### src/rtl/core/ipv4p_pkg.sv
// Shared types and constants for the IPv4 text address parser.
`default_nettype none

package ipv4p_pkg;

    localparam logic [7:0] CH_DOT   = 8'h2E;
    localparam logic [7:0] CH_COLON = 8'h3A;
    localparam logic [7:0] CH_ZERO  = 8'h30;
    localparam logic [7:0] CH_NINE  = 8'h39;

    localparam logic [9:0] OCTET_MAX        = 10'd255;
    localparam logic [2:0] OCTET_DIGITS_MAX = 3'd3;
    localparam logic [2:0] PORT_DIGITS      = 3'd5;

    localparam int IN_DATA_W  = 8;
    localparam int OUT_DATA_W = 40;

    typedef enum logic [2:0] {
        PH_IDLE  = 3'd0,
        PH_HEAD1 = 3'd1,
        PH_HEAD2 = 3'd2,
        PH_HEAD3 = 3'd3,
        PH_LAST  = 3'd4,
        PH_PORT  = 3'd5
    } phase_t;

    typedef struct packed {
        phase_t      phase;
        logic [2:0]  digit_count;
        logic [9:0]  octet_value;
        logic [23:0] upper_octets;
        logic [4:0]  length_so_far;
    } parse_state_t;

    typedef struct packed {
        logic        empty_octet;
        logic [31:0] address;
        logic [4:0]  consumed;
        logic        valid_res;
    } parse_result_t;

    localparam parse_state_t STATE_CLEAR = '{
        phase:         PH_IDLE,
        digit_count:   3'd0,
        octet_value:   10'd0,
        upper_octets:  24'd0,
        length_so_far: 5'd0
    };

endpackage

`default_nettype wire

### src/rtl/core/ipv4p_step.sv
// Next-state and result logic for one character of the address parser.
`default_nettype none

module ipv4p_step
    import ipv4p_pkg::*;
(
    input  wire logic [7:0]    ch,
    input  wire logic          start_req,
    input  wire parse_state_t  state_cur,
    output parse_state_t       state_next,
    output logic               emit,
    output parse_result_t      result
);

    parse_state_t  st;
    logic          is_digit;
    logic [3:0]    dval;
    logic [9:0]    ov_acc;
    logic [2:0]    dc_inc;
    logic [4:0]    len_inc;
    logic [31:0]   addr_full;
    logic          octet_big;
    logic          can_take_digit;

    // A start mark restarts the token on this very character.
    always_comb
    begin
        if (start_req)
        begin
            st       = STATE_CLEAR;
            st.phase = PH_HEAD1;
        end
        else
        begin
            st = state_cur;
        end
    end

    assign is_digit       = (ch >= CH_ZERO) && (ch <= CH_NINE);
    assign dval           = 4'(ch - CH_ZERO);
    assign ov_acc         = (st.octet_value << 3) + (st.octet_value << 1) + {6'd0, dval};
    assign dc_inc         = st.digit_count + 3'd1;
    assign len_inc        = st.length_so_far + 5'd1;
    assign addr_full      = {st.upper_octets, st.octet_value[7:0]};
    assign octet_big      = st.octet_value > OCTET_MAX;
    assign can_take_digit = is_digit && (st.digit_count < OCTET_DIGITS_MAX);

    always_comb
    begin
        state_next = st;
        emit       = 1'b0;
        result     = '0;
        unique case (st.phase)
            PH_HEAD1, PH_HEAD2, PH_HEAD3:
            begin
                if (can_take_digit)
                begin
                    state_next.octet_value   = ov_acc;
                    state_next.digit_count   = dc_inc;
                    state_next.length_so_far = len_inc;
                end
                else if (st.digit_count == 3'd0)
                begin
                    emit               = 1'b1;
                    result.empty_octet = 1'b1;
                end
                else if ((ch != CH_DOT) || octet_big)
                begin
                    emit = 1'b1;
                end
                else
                begin
                    case (st.phase)
                        PH_HEAD1: state_next.upper_octets[23:16] = st.octet_value[7:0];
                        PH_HEAD2: state_next.upper_octets[15:8]  = st.octet_value[7:0];
                        default:  state_next.upper_octets[7:0]   = st.octet_value[7:0];
                    endcase
                    state_next.length_so_far = len_inc;
                    state_next.digit_count   = 3'd0;
                    state_next.octet_value   = 10'd0;
                    state_next.phase         = phase_t'(st.phase + 3'd1);
                end
            end
            PH_LAST:
            begin
                if (can_take_digit)
                begin
                    state_next.octet_value   = ov_acc;
                    state_next.digit_count   = dc_inc;
                    state_next.length_so_far = len_inc;
                end
                else if ((st.digit_count == 3'd0) || octet_big)
                begin
                    emit = 1'b1;
                end
                else if (ch == CH_COLON)
                begin
                    state_next.length_so_far = len_inc;
                    state_next.digit_count   = 3'd0;
                    state_next.phase         = PH_PORT;
                end
                else
                begin
                    emit             = 1'b1;
                    result.valid_res = 1'b1;
                    result.consumed  = st.length_so_far;
                    result.address   = addr_full;
                end
            end
            PH_PORT:
            begin
                if (is_digit)
                begin
                    state_next.digit_count   = dc_inc;
                    state_next.length_so_far = len_inc;
                    // Fifth port digit closes the token without a terminator.
                    if (dc_inc >= PORT_DIGITS)
                    begin
                        emit             = 1'b1;
                        result.valid_res = 1'b1;
                        result.consumed  = len_inc;
                        result.address   = addr_full;
                    end
                end
                else if (st.digit_count == 3'd0)
                begin
                    emit = 1'b1;
                end
                else
                begin
                    emit             = 1'b1;
                    result.valid_res = 1'b1;
                    result.consumed  = st.length_so_far;
                    result.address   = addr_full;
                end
            end
            default:
            begin
                state_next.phase = PH_IDLE;
            end
        endcase
        if (emit)
        begin
            state_next = STATE_CLEAR;
        end
    end

endmodule

`default_nettype wire

### src/rtl/core/ipv4_text_address_parser.sv
// Top level of the streaming IPv4 dotted-quad text parser.
`default_nettype none

// Takes one character per cycle on the slave stream (tuser marks the first character
// of a token) and returns one result word when a token ends: the character that
// cannot continue it, or the fifth port digit. The running parse state is a single
// register updated once per accepted character, so a character can be taken every
// cycle; the result word appears on the master stream on the cycle after the
// character that ends the token and sits in an output register, which lets input
// continue while the master side is ready. Input stalls only while that register holds
// an untaken result and the master side is not ready.
module ipv4_text_address_parser
    import ipv4p_pkg::*;
(
    input  wire logic                  clk,
    input  wire logic                  rst_n,
    input  wire logic                  s_axis_tvalid,
    output logic                       s_axis_tready,
    input  wire logic [IN_DATA_W-1:0]  s_axis_tdata,  // [7:0] ch
    input  wire logic                  s_axis_tuser,  // [0] start_req
    output logic                       m_axis_tvalid,
    input  wire logic                  m_axis_tready,
    // [0] valid_res, [5:1] consumed, [37:6] address, [38] empty_octet, [39] zero
    output logic [OUT_DATA_W-1:0]      m_axis_tdata
);

    parse_state_t  state_reg;
    parse_state_t  state_next;
    parse_result_t step_result;
    parse_result_t result_reg;
    logic          step_emit;
    logic          out_valid_reg;
    logic          out_valid_next;
    logic          in_acc;

    ipv4p_step u_step (
        .ch         (s_axis_tdata),
        .start_req  (s_axis_tuser),
        .state_cur  (state_reg),
        .state_next (state_next),
        .emit       (step_emit),
        .result     (step_result)
    );

    assign s_axis_tready = !out_valid_reg || m_axis_tready;
    assign in_acc        = s_axis_tvalid && s_axis_tready;

    always_comb
    begin
        if (in_acc && step_emit)
        begin
            out_valid_next = 1'b1;
        end
        else if (m_axis_tready)
        begin
            out_valid_next = 1'b0;
        end
        else
        begin
            out_valid_next = out_valid_reg;
        end
    end

    always_ff @(posedge clk or negedge rst_n)
    begin
        if (!rst_n)
        begin
            state_reg     <= STATE_CLEAR;
            out_valid_reg <= 1'b0;
        end
        else
        begin
            out_valid_reg <= out_valid_next;
            if (in_acc)
            begin
                state_reg <= state_next;
            end
        end
    end

    // Hold the payload until a new result replaces it.
    always_ff @(posedge clk)
    begin
        if (in_acc && step_emit)
        begin
            result_reg <= step_result;
        end
    end

    assign m_axis_tvalid = out_valid_reg;
    assign m_axis_tdata  = {1'b0, result_reg};

    a_clear_after_emit: assert property (@(posedge clk) disable iff (!rst_n)
        (in_acc && step_emit) |=> (state_reg.phase == PH_IDLE) &&
                                  (state_reg.length_so_far == 5'd0) &&
                                  (state_reg.upper_octets == 24'd0))
        else $error("parse state not cleared after a result");

    a_invalid_zero: assert property (@(posedge clk) disable iff (!rst_n)
        (m_axis_tvalid && !result_reg.valid_res) |->
            (result_reg.consumed == 5'd0) && (result_reg.address == 32'd0))
        else $error("invalid result carries length or address");

    a_valid_length: assert property (@(posedge clk) disable iff (!rst_n)
        (m_axis_tvalid && result_reg.valid_res) |->
            (result_reg.consumed >= 5'd7) && (result_reg.consumed <= 5'd21) &&
            !result_reg.empty_octet)
        else $error("valid result with impossible length or empty octet");

    a_length_bound: assert property (@(posedge clk) disable iff (!rst_n)
        state_reg.length_so_far <= 5'd21)
        else $error("consumed length overran");

    a_no_overwrite: assert property (@(posedge clk) disable iff (!rst_n)
        (out_valid_reg && !m_axis_tready) |-> !s_axis_tready)
        else $error("input taken while an untaken result is held");

endmodule

`default_nettype wire

### config.mk
export PLATFORM = sky130hd
export DESIGN_NAME = ipv4_text_address_parser
export DESIGN_NICKNAME = d
export VERILOG_FILES = /design/src/rtl/core/ipv4p_pkg.sv /design/src/rtl/core/ipv4p_step.sv /design/src/rtl/core/ipv4_text_address_parser.sv
export SDC_FILE = /design/constraint.sdc
export NUM_CORES = 1
export LEC_CHECK = 0
export BUFFER_PORTS_ARGS = -buffer_cell sky130_fd_sc_hd__buf_4
export CAP_MARGIN = 40
export CORE_MARGIN = 2
export CORE_UTILIZATION = 55
export DETAILED_ROUTE_END_ITERATION = 16
export PLACE_DENSITY = 0.83
export SETUP_SLACK_MARGIN = 0.3
export SLEW_MARGIN = 20
export SYNTH_ARGS = -nofsm -noshare
export SYNTH_HDL_FRONTEND = slang
export SYNTH_HIERARCHICAL = 1
export SYNTH_SLANG_ARGS = --single-unit
### constraint.sdc
create_clock -name clk -period 11.4 [get_ports clk]
set_input_delay 2.28 -clock clk [delete_from_list [all_inputs] [get_ports clk]]
set_output_delay 2.28 -clock clk [all_outputs]
set_load 0.05 [all_outputs]
### Word-level counts from Yosys, hierarchy flattened

Index checks and enable logic that the tools add are counted.
Widths: inputs -> output; s select.

| word-level totals | value |
|---|---|
| register bits | 85 |
| input port bits | 13 |
| output and inout port bits | 42 |
| logic and storage cells | 87 |

| cells by class | value |
|---|---|
| $add $sub $neg | 6 |
| magnitude comparators | 5 |
| equality and inequality tests | 7 |
| muxes and demuxes | 45 |
| bitwise gates (word level) | 1 |
| reductions and logical operators | 13 |

Operators with widths:

| kind | count |
|---|---|
| $mux 38 | 6 |
| $mux 45 | 4 |
| $pmux 38 s2 | 1 |
| $mux 24 | 2 |
| $mux 5 | 5 |
| $mux 8 | 3 |
| $pmux 10 s2 | 1 |
| $pmux 3 s3 | 2 |
| $pmux 5 s3 | 1 |
| $mux 13 | 1 |
| $mux 3 | 4 |
| $mux 6 | 2 |
| $mux 1 | 11 |
| $add 10x10->10 | 1 |
| $add 10x4->10 | 1 |
| $gt 10x8->1 const B | 1 |
| $mux 10 | 1 |
| $eq 8x6->1 const B | 1 |
| $ge 8x6->1 const B | 1 |
| $le 8x6->1 const B | 1 |
| $ne 8x6->1 const B | 1 |
| $add 3x1->3 const B | 2 |
| $eq 3x2->1 const B | 2 |
| $eq 3x3->1 const B | 2 |
| other kinds (14) | 20 |

### Longest topological paths before layout

Gate-level depths: netlist (run 1).

| logic depth | value |
|---|---|
| depth in word-level cells | 9 |
| mapped depth | 16 |
| mapped depth without buffers | 14 |

### Modules after synthesis

Netlist (run 1), hierarchy kept.

Modules (own cells, without submodules):

| module | times used | cells each | area each (um^2) | sequential area each (um^2) |
|---|---|---|---|---|
| ipv4_text_address_parser | 1 | 141 | 3074.2 | 2322.2 |
| ipv4p_step | 1 | 368 | 2551.2 | 0.0 |

### Worst setup path before layout (run 1)

OpenSTA, ideal clock, no wires.

| timing | value |
|---|---|
| path kind | input to register |
| from | input port s_axis_tuser |
| to | register result_reg, in the netlist m_axis_tdata[0] (enable) |
| setup time | 0.440 ns |
| data arrival time | 6.243 ns |
| required time | 10.960 ns |
| slack | 4.717 ns |
| cell stages on the path | 14 |
| buffers on the path | 4 |
| cell sequence | buf_6 inv_1 clkbuf_1 nand2_1 inv_1 ha_1 ha_1 o21ba_1 clkbuf_1 a211oi_2 or3_4 buf_2 nand2_1 nor2b_1 |

| on the way | value |
|---|---|
| longest elaborated chain between the ends | 8 |
| elaborated cells on any way between the ends | 24 |
| those cells by class | add/sub (1); order compare (3); eq/ne (5); mux (9); reduce/logical (6) |

RTL lines:

| element | line | source |
|---|---|---|
| start, declared | ipv4_text_address_parser.sv:20 | `input wire logic s_axis_tuser,` |
| $mux 45 * | ipv4p_step.sv:28 | `if (start_req)` |
| $gt 10x8->1 | ipv4p_step.sv:45 | `assign octet_big = st.octet_value > OCTET_MAX;` |
| $logic_or 1x1->1 | ipv4p_step.sv:67 | `else if ((ch != CH_DOT) \|\| octet_big)` |
| $mux 1 | ipv4p_step.sv:67 |  |
| $mux 1 | ipv4p_step.sv:62 | `else if (st.digit_count == 3'd0)` |
| $mux 1 | ipv4p_step.sv:56 | `if (can_take_digit)` |
| $pmux 1 s3 * | ipv4p_step.sv:53 | `unique case (st.phase)` |
| named net step_emit | ipv4_text_address_parser.sv:31 | `logic step_emit;` |
| $logic_and 1x1->1 * | ipv4_text_address_parser.sv:84 | `if (in_acc && step_emit)` |
| end signal, assigned | ipv4_text_address_parser.sv:86 | `result_reg <= step_result;` |
| end, declared | ipv4_text_address_parser.sv:30 | `parse_result_t result_reg;` |

The timed path passes the listed nets; every way through them passes the cells marked *.
A chain may end at the register's enable or synchronous reset.

### Worst setup path in the final report (run 1)

| timing | value |
|---|---|
| from | input port s_axis_tuser |
| to | register result_reg, in the netlist m_axis_tdata[27] (enable) |

The elaborated chain is that of the path after synthesis.

==> results of run 1 <==
-- synthesized netlist by cell type (3+ instances only) --
| cell | count | area, µm² |
|---|---|---|
| nand2_1 | 29 | 109 |
| clkbuf_1 | 13 | 48.8 |
| buf_2 | 5 | 25.0 |
| a21o_1 | 3 | 22.5 |
| o21ai_1 | 4 | 20.0 |
| o21ai_0 | 14 | 70.1 |
| dfrtp_1 | 46 | 1150 |
| ha_1 | 22 | 275 |
| nand2b_1 | 3 | 18.8 |
| nor2_4 | 10 | 113 |
| nand3_1 | 9 | 45.0 |
| inv_1 | 17 | 63.8 |
| a211oi_1 | 3 | 22.5 |
| a21oi_1 | 20 | 100 |
| xor2_1 | 5 | 43.8 |
| buf_6 | 7 | 78.8 |
| o31ai_1 | 4 | 30.0 |
| mux2i_1 | 32 | 320 |
| or2_2 | 3 | 18.8 |
| xnor2_1 | 9 | 78.8 |
| nor3_1 | 10 | 50.1 |
| nor2_2 | 10 | 62.6 |
| nand2b_4 | 3 | 41.3 |
| edfxtp_1 | 39 | 1170 |
| mux2_2 | 5 | 56.3 |
| a31oi_1 | 3 | 18.8 |
| o22ai_1 | 7 | 43.8 |
| nor2_1 | 31 | 116 |
| and2_1 | 38 | 238 |
| mux2_4 | 40 | 601 |
| nor2b_1 | 12 | 75.1 |
-- cell type report --
type,count,area (µm²)
clock inverters,6,87.6
repair buffers,57,460
well taps,133,166
clock buffers,10,128
multi-input cells,377,3050
fillers,752,3580
flip-flops and latches,85,2320
inverters,18,67.6
-- path summary, 6_finish.rpt --
kind | start | endpoint | slack, ns | cells past startpoint
setup reg to reg | state_reg[42]$_DFFE_PN0P_ | m_axis_tdata[27]$_DFFE_PP_ | 8.13 | 10
min in group asynchronous | rst_n | state_reg[25]$_DFFE_PN0P_ | 1.93 | 1
hold reg to reg | state_reg[42]$_DFFE_PN0P_ | state_reg[42]$_DFFE_PN0P_ | 0.51 | 1
setup / recovery | s_axis_tuser | m_axis_tdata[27]$_DFFE_PP_ | 6.09 | 12
hold / removal | state_reg[42]$_DFFE_PN0P_ | state_reg[42]$_DFFE_PN0P_ | 0.51 | 1
max in group asynchronous | rst_n | state_reg[44]$_DFFE_PN0P_ | 9.05 | 1
-- placed cells by master, fill, tap and decap left out, types with 7 or more instances in the layout --
cell type  instances
nor2_4            10
nand3_1            9
nand2_1           29
o21ai_0           14
edfxtp_1          39
mux2_4            40
a21oi_1           20
nor2_2            10
inv_1             17
and2_1            38
o22ai_1            7
nor2_1            31
dfrtp_1           46
ha_1              22
nor3_1            10
buf_4             55
nor2b_1           11
xnor2_1            9
clkbuf_8           9
mux2i_1           32
-- cells by family (layout without fill, tap and decap cells) --
| logic type | count (synthesis) | in the layout | share of synthesized area (%) |
|---|---|---|---|
| compound gates | 88 | 88 | 10.9 |
| mux | 77 | 77 | 17.4 |
| simple gates | 174 | 174 | 18.3 |
| xor+xnor | 14 | 14 | 2.18 |
| flops | 85 | 85 | 41.3 |
| buf+inv | 47 | 91 | 4.56 |
| fa+ha+maj | 23 | 23 | 5.25 |
| other cells | 1 | 1 | 0.0667 |
-- per-layer routing --
layer / track usage (%) / wire length (µm)
met2: 39.8 / 6250
met1: 31.4 / 5600
met3: 3.31 / 554
met5: 0 / 0
met4: 7.24 / 138
-- stage by stage --
stage	instances	hold slack, ns	power, mW
after floorplan	509	0.473	0.410
after global placement	668	0.489	0.433
after detailed placement	669	0.495	0.436
after CTS	685	0.514	0.669
after global routing	686	0.540	0.689
final	686	0.513	0.668
-- power by group --
part	switching, mW	internal [mW]	leakage [nW]	total (mW)
Sequential	0.00291	0.329	1.02	0.332
Combinational	0.0690	0.0298	1.70	0.0989
Clock	0.114	0.124	0.101	0.237
Total	0.185	0.482	2.82	0.668
-- worst max-delay path: stages --
cell,delay [ns]
buf_4,0.21
inv_1,0.39
nand2_1,0.18
inv_1,0.13
ha_1,0.16
ha_1,0.27
o21ba_1,0.28
a211oi_2,0.42
or3_4,0.33
nand2_1,0.14
nor2b_4,0.32
buf_12,0.24
==> results.toml, run 1 <==
[yosys]
yosys_warnings = 6
synthFlopType = "dfrtp_1"
synth_cell_types = 73
synth_cells = 509
synth_fp_nets = 545
synth-seq-cells = 85
synth_edf_count = 39
syn_avg_cell_area_um2 = 11.1
async_flop_share_pct = 54.1
synth_area_mm2 = 0.00563
yosysSeqAreaShare_pct = 41.3

[route]
drtIter0Drc = 393
routed_wl_mm = 12.5
postRouteAntennaNets = 0
drt_first_pass_iters = 5
vias = 4026
drc_errors = 0
wl_per_cell_um = 18.3
viasPerCell = 5.87

[worst_setup_path]
critical_path_required_ns = 11.45
cp.arrival_ns = 5.37
worstSetupPathType = "primary input to flop"
crit_path_start_kind = "primary input"
cp_max_fo = 32
cp-end-kind = "flop"

[sta]
clock_skew_ns = 0.0153
maxSlewHeadroom_pct = 50.8
final.min_clock_period_ns = 5.31
setup_ws_ns = 6.09
fmax_mhz = 188
fin_setup_tns_ns = 0
finalCritPeriodShare_pct = 46.6
hold_viol = 0
slew_violations = 0
rsz0062_at_grt = "no"
worst_pin_slew_ns = 0.737
setup_viol = 0

[clock_network]
cts.sinks = 85
cts_tree = "done"
clock_latency_ns = 0.36
cts_setup_buffers = 0
cts_resized = 0
htree_levels = 3
path_clk_slew_ns = 0.09
clock_path_buffers = 2
cts_hold_buf = 0
cts_made_buffers = 9
root_buffer = "clkbuf_8"

[grt]
grt_pass1_wl_mm = 20.6
gr-usage-all-layers_pct = 23.6
grt_max_degree = 47
first_global_vias = 4014
grt_antenna_before_repair = 0
grt_overflow_total = 0

[job]
maxCapViolCount = 0

[final_layout]
design_area_mm2 = 0.00629
layout-drive-gt1-share_pct = 27.8
largest_reg_flops = 45
diodes = 0
fin_util_pct = 63.7
area_growth_pct = 11.7
finalNetCount = 584

[placed_design]
place_area_mm2 = 0.00604
place.gp.congestion = 0.924
dpl.hpwl_mm = 8.58
dp_worst_setup_slack_ns = 5.79
portBuffers = 53

[die]
boundaryPins = 55
fp-row-count = 36
die_h_um = 105
initial_core_util_pct = 57.0
core-area_mm2 = 0.00986
die_w_um = 105
die_area_mm2 = 0.0111

[power_and_ir_drop]
powerDensity_mw_per_mm2 = 106
leakage_nw = 2.82
vdd_drop_max_mv = 0.0637

[outcome]
status = "finished, final reports clean"

[min_path]
min_path_type = "flop to flop"
(Power assumes the default switching activity.)
==> inputs of run 2 (changes only) <==
- clock period: 11.4 -> 5 ns (I/O delays scaled with it)
==> run 2 against run 1 <==
Largest power group unchanged; critical path type unchanged; clock-buffer cell count increased by 1; cell area decreased by 0.84%; worst hold slack improved by 0.0037 ns; total power increased by 110%; sequential share of layout area increased by 0.31 points; clock skew increased by 0.0031 ns; via count decreased by 0.62%; utilization decreased by 0.53 points; wire length decreased by 3.7%; final cell count increased by 0.15%.
==> results.toml, run 2 (synthesized netlist as in run 1, its figures left out) <==
[outcome]
status = "finished, final reports clean"

[worst_setup_path]
cp-end-kind = "flop"
rrSetupSlack_ns = 1.73
r2r-end = "m_axis_tdata[35]$_DFFE_PP_"
worstSetupPathType = "primary input to flop"
critical_path_required_ns = 4.99
crit_path_start_kind = "primary input"
cp_max_fo = 39
cp.arrival_ns = 4.05
r2r-start = "state_reg[42]$_DFFE_PN0P_"
ff2ff_path_depth = 10

[sta]
setup_viol = 0
maxSlewHeadroom_pct = 54.7
fmax_mhz = 246
hold_viol = 0
worst_pin_slew_ns = 0.679
rsz0062_at_grt = "no"
setup_ws_ns = 0.942
final.min_clock_period_ns = 4.06
clock_skew_ns = 0.0185
finalCritPeriodShare_pct = 81.2
slew_violations = 0
fin_setup_tns_ns = 0

[grt]
first_global_vias = 3831
grt_pass1_wl_mm = 19.6
grt_antenna_before_repair = 0
grt_max_degree = 47
grt_overflow_total = 0
gr-usage-all-layers_pct = 22.4

[clock_network]
cts_hold_buf = 0
cts_resized = 0
cts_tree = "done"
cts_made_buffers = 9
clock_path_buffers = 2
cts.sinks = 85
htree_levels = 3
root_buffer = "clkbuf_8"
cts_setup_buffers = 0
path_clk_slew_ns = 0.08
clock_latency_ns = 0.36

[die]
die_area_mm2 = 0.0111
die_w_um = 105
core-area_mm2 = 0.00986
initial_core_util_pct = 57.0
die_h_um = 105
fp-row-count = 36
boundaryPins = 55

[power_and_ir_drop]
finalPower_mw = 1.42
internal_power_mw = 0.998
seqPwrFrac_pct = 53.3
powerDensity_mw_per_mm2 = 228
vdd_drop_max_mv = 0.106
p_sw_share_pct = 29.7
p_sw_mw = 0.422
power_frac_clock_pct = 31.0
pwr-share-comb_pct = 15.7
leakage_nw = 2.80

[final_layout]
fill_cells = 764
layout-drive-gt1-share_pct = 28.0
mostFrequentLayoutCell = "buf_4"
area_growth_pct = 10.8
largest_reg_flops = 45
design_area_mm2 = 0.00623
fin_cells = 687
finalNetCount = 585
diodes = 0
layout_common_cells = "57 x buf_4, 46 x dfrtp_1, 40 x mux2_4"

[placed_design]
place_area_mm2 = 0.00604
portBuffers = 53
dpl.hpwl_mm = 8.38
dp_worst_setup_slack_ns = 0.622
place.gp.congestion = 0.935
dp.cells = 670

[route]
routed_wl_mm = 12.1
wl_per_cell_um = 17.6
drt_first_pass_iters = 6
drtIter0Drc = 345
postRouteAntennaNets = 0
drc_errors = 0
viasPerCell = 5.82
vias = 4001

[min_path]
min_to = "state_reg[43]$_DFFE_PN0P_"
min_from = "state_reg[43]$_DFFE_PN0P_"
worstHoldPathCells = 1
min_path_type = "flop to flop"

[job]
maxCapViolCount = 0
-- run 2: cell types whose count changed in the layout (fill, tap and decap cells not counted) --
cell        delta
clkinvlp_4     +1
buf_12         -1
clkinv_2       +1
bufinv_16      -2
buf_4          +2
clkinv_1       -1
clkbuf_1       +1
-- run 2: layer usage --
metal	GRT usage [%]	up-vias	routed length [µm]	part of all wire (%)
met1	31.2	1952	5410	45
met2	35.9	139	5880	49
li1	-	1894	-	-
met3	4.05	16	621	5.1
met4	6.57	0	172	1.4
met5	0	-	0	0
-- run 2: cell type report --
class | count | area (µm²) | share of cell area [%]
clock buffer | 11 | 131 | 2.11
tap | 133 | 166 | 2.67
inverter | 18 | 67.6 | 1.08
sequential | 85 | 2320 | 37.3
multi-input combinational | 377 | 3050 | 49.0
timing repair buffer | 58 | 455 | 7.31
clock inverter | 5 | 36.3 | 0.582
-- run 2: power by group through the flow --
stage	registers [mW]	clock network [mW]	logic (mW)
finish	0.757	0.441	0.223
global route	0.759	0.480	0.235
CTS	0.757	0.446	0.220
detailed placement	0.772	0	0.220
global placement	0.771	0	0.216
floorplan	0.829	0	0.106
-- run 2: worst max path at each step --
stage / startpoint / to / slack (ns) / cells after the start
2_1_floorplan: s_axis_tuser / m_axis_tdata[0]$_DFFE_PP_ / 0.34 / 14
3_3_place_gp: s_axis_tuser / m_axis_tdata[6]$_DFFE_PP_ / 0.81 / 12
3_5_place_dp: s_axis_tuser / m_axis_tdata[6]$_DFFE_PP_ / 0.62 / 12
4_1_cts: s_axis_tuser / m_axis_tdata[14]$_DFFE_PP_ / 1.0 / 12
5_1_grt: s_axis_tuser / m_axis_tdata[31]$_DFFE_PP_ / 0.71 / 12
6_report: s_axis_tuser / m_axis_tdata[35]$_DFFE_PP_ / 0.94 / 12
-- run 2: per-stage QoR --
stage               util, %  hold WS, ns
CTS                    62.9        0.517
floorplan                 -        0.473
global route           63.2        0.534
global placement       61.2        0.490
detailed placement     61.2        0.490
finish                 63.2        0.517
-- run 2: critical path, cell delays in order --
cell and delay, ns:
buf_4 0.21, inv_1 0.40, nand2_1 0.18, inv_1 0.14
ha_1 0.15, ha_1 0.25, o21ba_1 0.27, a211oi_2 0.42
or3_4 0.31, nand2_1 0.14, nor2b_4 0.12, buf_4 0.42
==> inputs of run 3 (changes only) <==
- CORE_UTILIZATION: 55 -> 54
- PLACE_DENSITY: 0.83 -> 0.85
- clock period: 5 -> 3.26 ns (I/O delays scaled with it)
==> run 3 against run 2 <==
Cell area rose by 6.4%; sequential power grew 53%; clock power up 54%; largest cell class unchanged.
==> results.toml, run 3 (synthesized netlist as in run 1, its figures left out) <==
[worst_setup_path]
r2r-start = "state_reg[29]$_DFFE_PN0P_"
cp_slowest_cell = "fa_1"
r2r-end = "state_reg[37]$_DFFE_PN0P_"
worstSetupPathType = "primary input to flop"
cp.arrival_ns = 3.09
slowest_delay_ns = 0.39
rrSetupSlack_ns = 0.53
startpoint = "s_axis_tuser"
cp_num_buf_inv = 5
path_cells = "buf_4, inv_4, buf_4, nand2_1, inv_1, ha_1, ha_1, inv_1, fa_1, nand2b_1, a21boi_2, o21ai_1, mux2i_1, a21o_1, a21oi_1, mux2_2"
cp_top_family = "adder cells"
cp-end-kind = "flop"
critical_path_required_ns = 3.51
crit_path_start_kind = "primary input"
ff2ff_path_depth = 12
cp_max_fo = 6

[clock_network]
clock_path_buffers = 2
cts_made_buffers = 9
cts.sinks = 85
cts_tree = "done"
path_clk_slew_ns = 0.08
clock_latency_ns = 0.37
cts_hold_buf = 0
cts_setup_buffers = 0
htree_levels = 3
root_buffer = "clkbuf_8"

[final_layout]
layout-drive-gt1-share_pct = 34.9
finalNetCount = 622
layout_common_cells = "92 x buf_4, 46 x dfrtp_1, 40 x mux2_4"
diodes = 0
fin_util_pct = 64.8
fill_cells = 794
area_growth_pct = 17.9
largest_reg_flops = 45
mostFrequentLayoutCell = "buf_4"

[die]
boundaryPins = 55
initial_core_util_pct = 55.0
core-area_mm2 = 0.0102
fp-row-count = 37
die_h_um = 106
die_w_um = 106
die_area_mm2 = 0.0112

[grt]
first_global_vias = 4259
gr-usage-all-layers_pct = 24.5
grt_max_degree = 47
grt_overflow_total = 0
grt_pass1_wl_mm = 21.7
grt_antenna_before_repair = 0

[route]
vias = 4138
viasPerCell = 5.69
wl_per_cell_um = 17.7
drtIter0Drc = 271
postRouteAntennaNets = 0
routed_wl_mm = 12.9
drc_errors = 0
drt_first_pass_iters = 5

[sta]
setup_viol = 0
hold_viol = 0
clock_skew_ns = 0.0199
final.min_clock_period_ns = 2.84
slew_violations = 0
maxSlewHeadroom_pct = 43.5
fmax_mhz = 352
rsz0062_at_grt = "yes"
worst_pin_slew_ns = 0.847
whs_ns = 0.295
finalCritPeriodShare_pct = 87.1

[placed_design]
dpl.hpwl_mm = 9.51
place.gp.congestion = 0.910
portBuffers = 53

[power_and_ir_drop]
powerDensity_mw_per_mm2 = 334
leakage_nw = 3.00
vdd_drop_max_mv = 0.187

[job]
maxCapViolCount = 0

[outcome]
status = "finished, final reports clean"

[min_path]
min_path_type = "primary input to asynchronous set/reset pin"
## run 3: cell count changes in the layout (fill, tap and decap cells not counted), sizes merged
cell,delta
clkbuf,-1
buf,+37
clkinv,+2
clkinvlp,-3
inv,+2
## run 3: cell type report
| type | instances | area [µm²] | share of cell area, % |
|---|---|---|---|
| Multi-Input combinational cell | 377 | 3150 | 47.4 |
| Sequential cell | 85 | 2320 | 35.0 |
| Timing Repair Buffer | 95 | 751 | 11.3 |
| Tap cell | 136 | 170 | 2.57 |
| Clock buffer | 10 | 128 | 1.92 |
| Inverter | 18 | 72.6 | 1.09 |
| Clock inverter | 6 | 45.0 | 0.679 |
## run 3: report_power, final
part	switching, mW	internal [mW]
Clock	0.395	0.284
Combinational	0.253	0.125
Sequential	0.0102	1.15
Total	0.658	1.56
## run 3: repair_timing
item / CTS / global route
setup endpoints to repair: 0 / 2
resized for setup: 0 / 1
hold endpoints to repair: 0 / 0
## run 3: through the flow
| step | instance area, µm² | worst slack [ns] | power, mW | setup TNS (ns) | cells |
|---|---|---|---|---|---|
| floorplan | 5780 | -0.0791 | 1.45 | -3.09 | 509 |
| global placement | 6440 | 0.0703 | 1.55 | 0 | 710 |
| detailed placement | 6460 | 0.0564 | 1.56 | 0 | 711 |
| CTS | 6630 | 0.436 | 2.24 | 0 | 727 |
| global route | 6630 | 0.296 | 2.30 | 0 | 727 |
| finish | 6630 | 0.422 | 2.22 | 0 | 727 |
## run 3: how the worst max path moves through the flow
stage,to,slack [ns],cells past startpoint
2_1_floorplan,m_axis_tdata[0]$_DFFE_PP_,-0.08,13
3_3_place_gp,m_axis_tdata[12]$_DFFE_PP_,0.07,10
3_5_place_dp,state_reg[37]$_DFFE_PN0P_,0.06,16
4_1_cts,state_reg[37]$_DFFE_PN0P_,0.44,16
5_1_grt,state_reg[37]$_DFFE_PN0P_,0.30,16
6_report,state_reg[37]$_DFFE_PN0P_,0.42,16
## run 3: metal layers
metal	up-vias	GRT usage [%]	part of all wire (%)
met4	0	10.3	2.9
met1	2007	32.7	44
li1	1971	-	-
met2	132	40.2	49
met3	28	3.62	4.4
met5	-	0	0
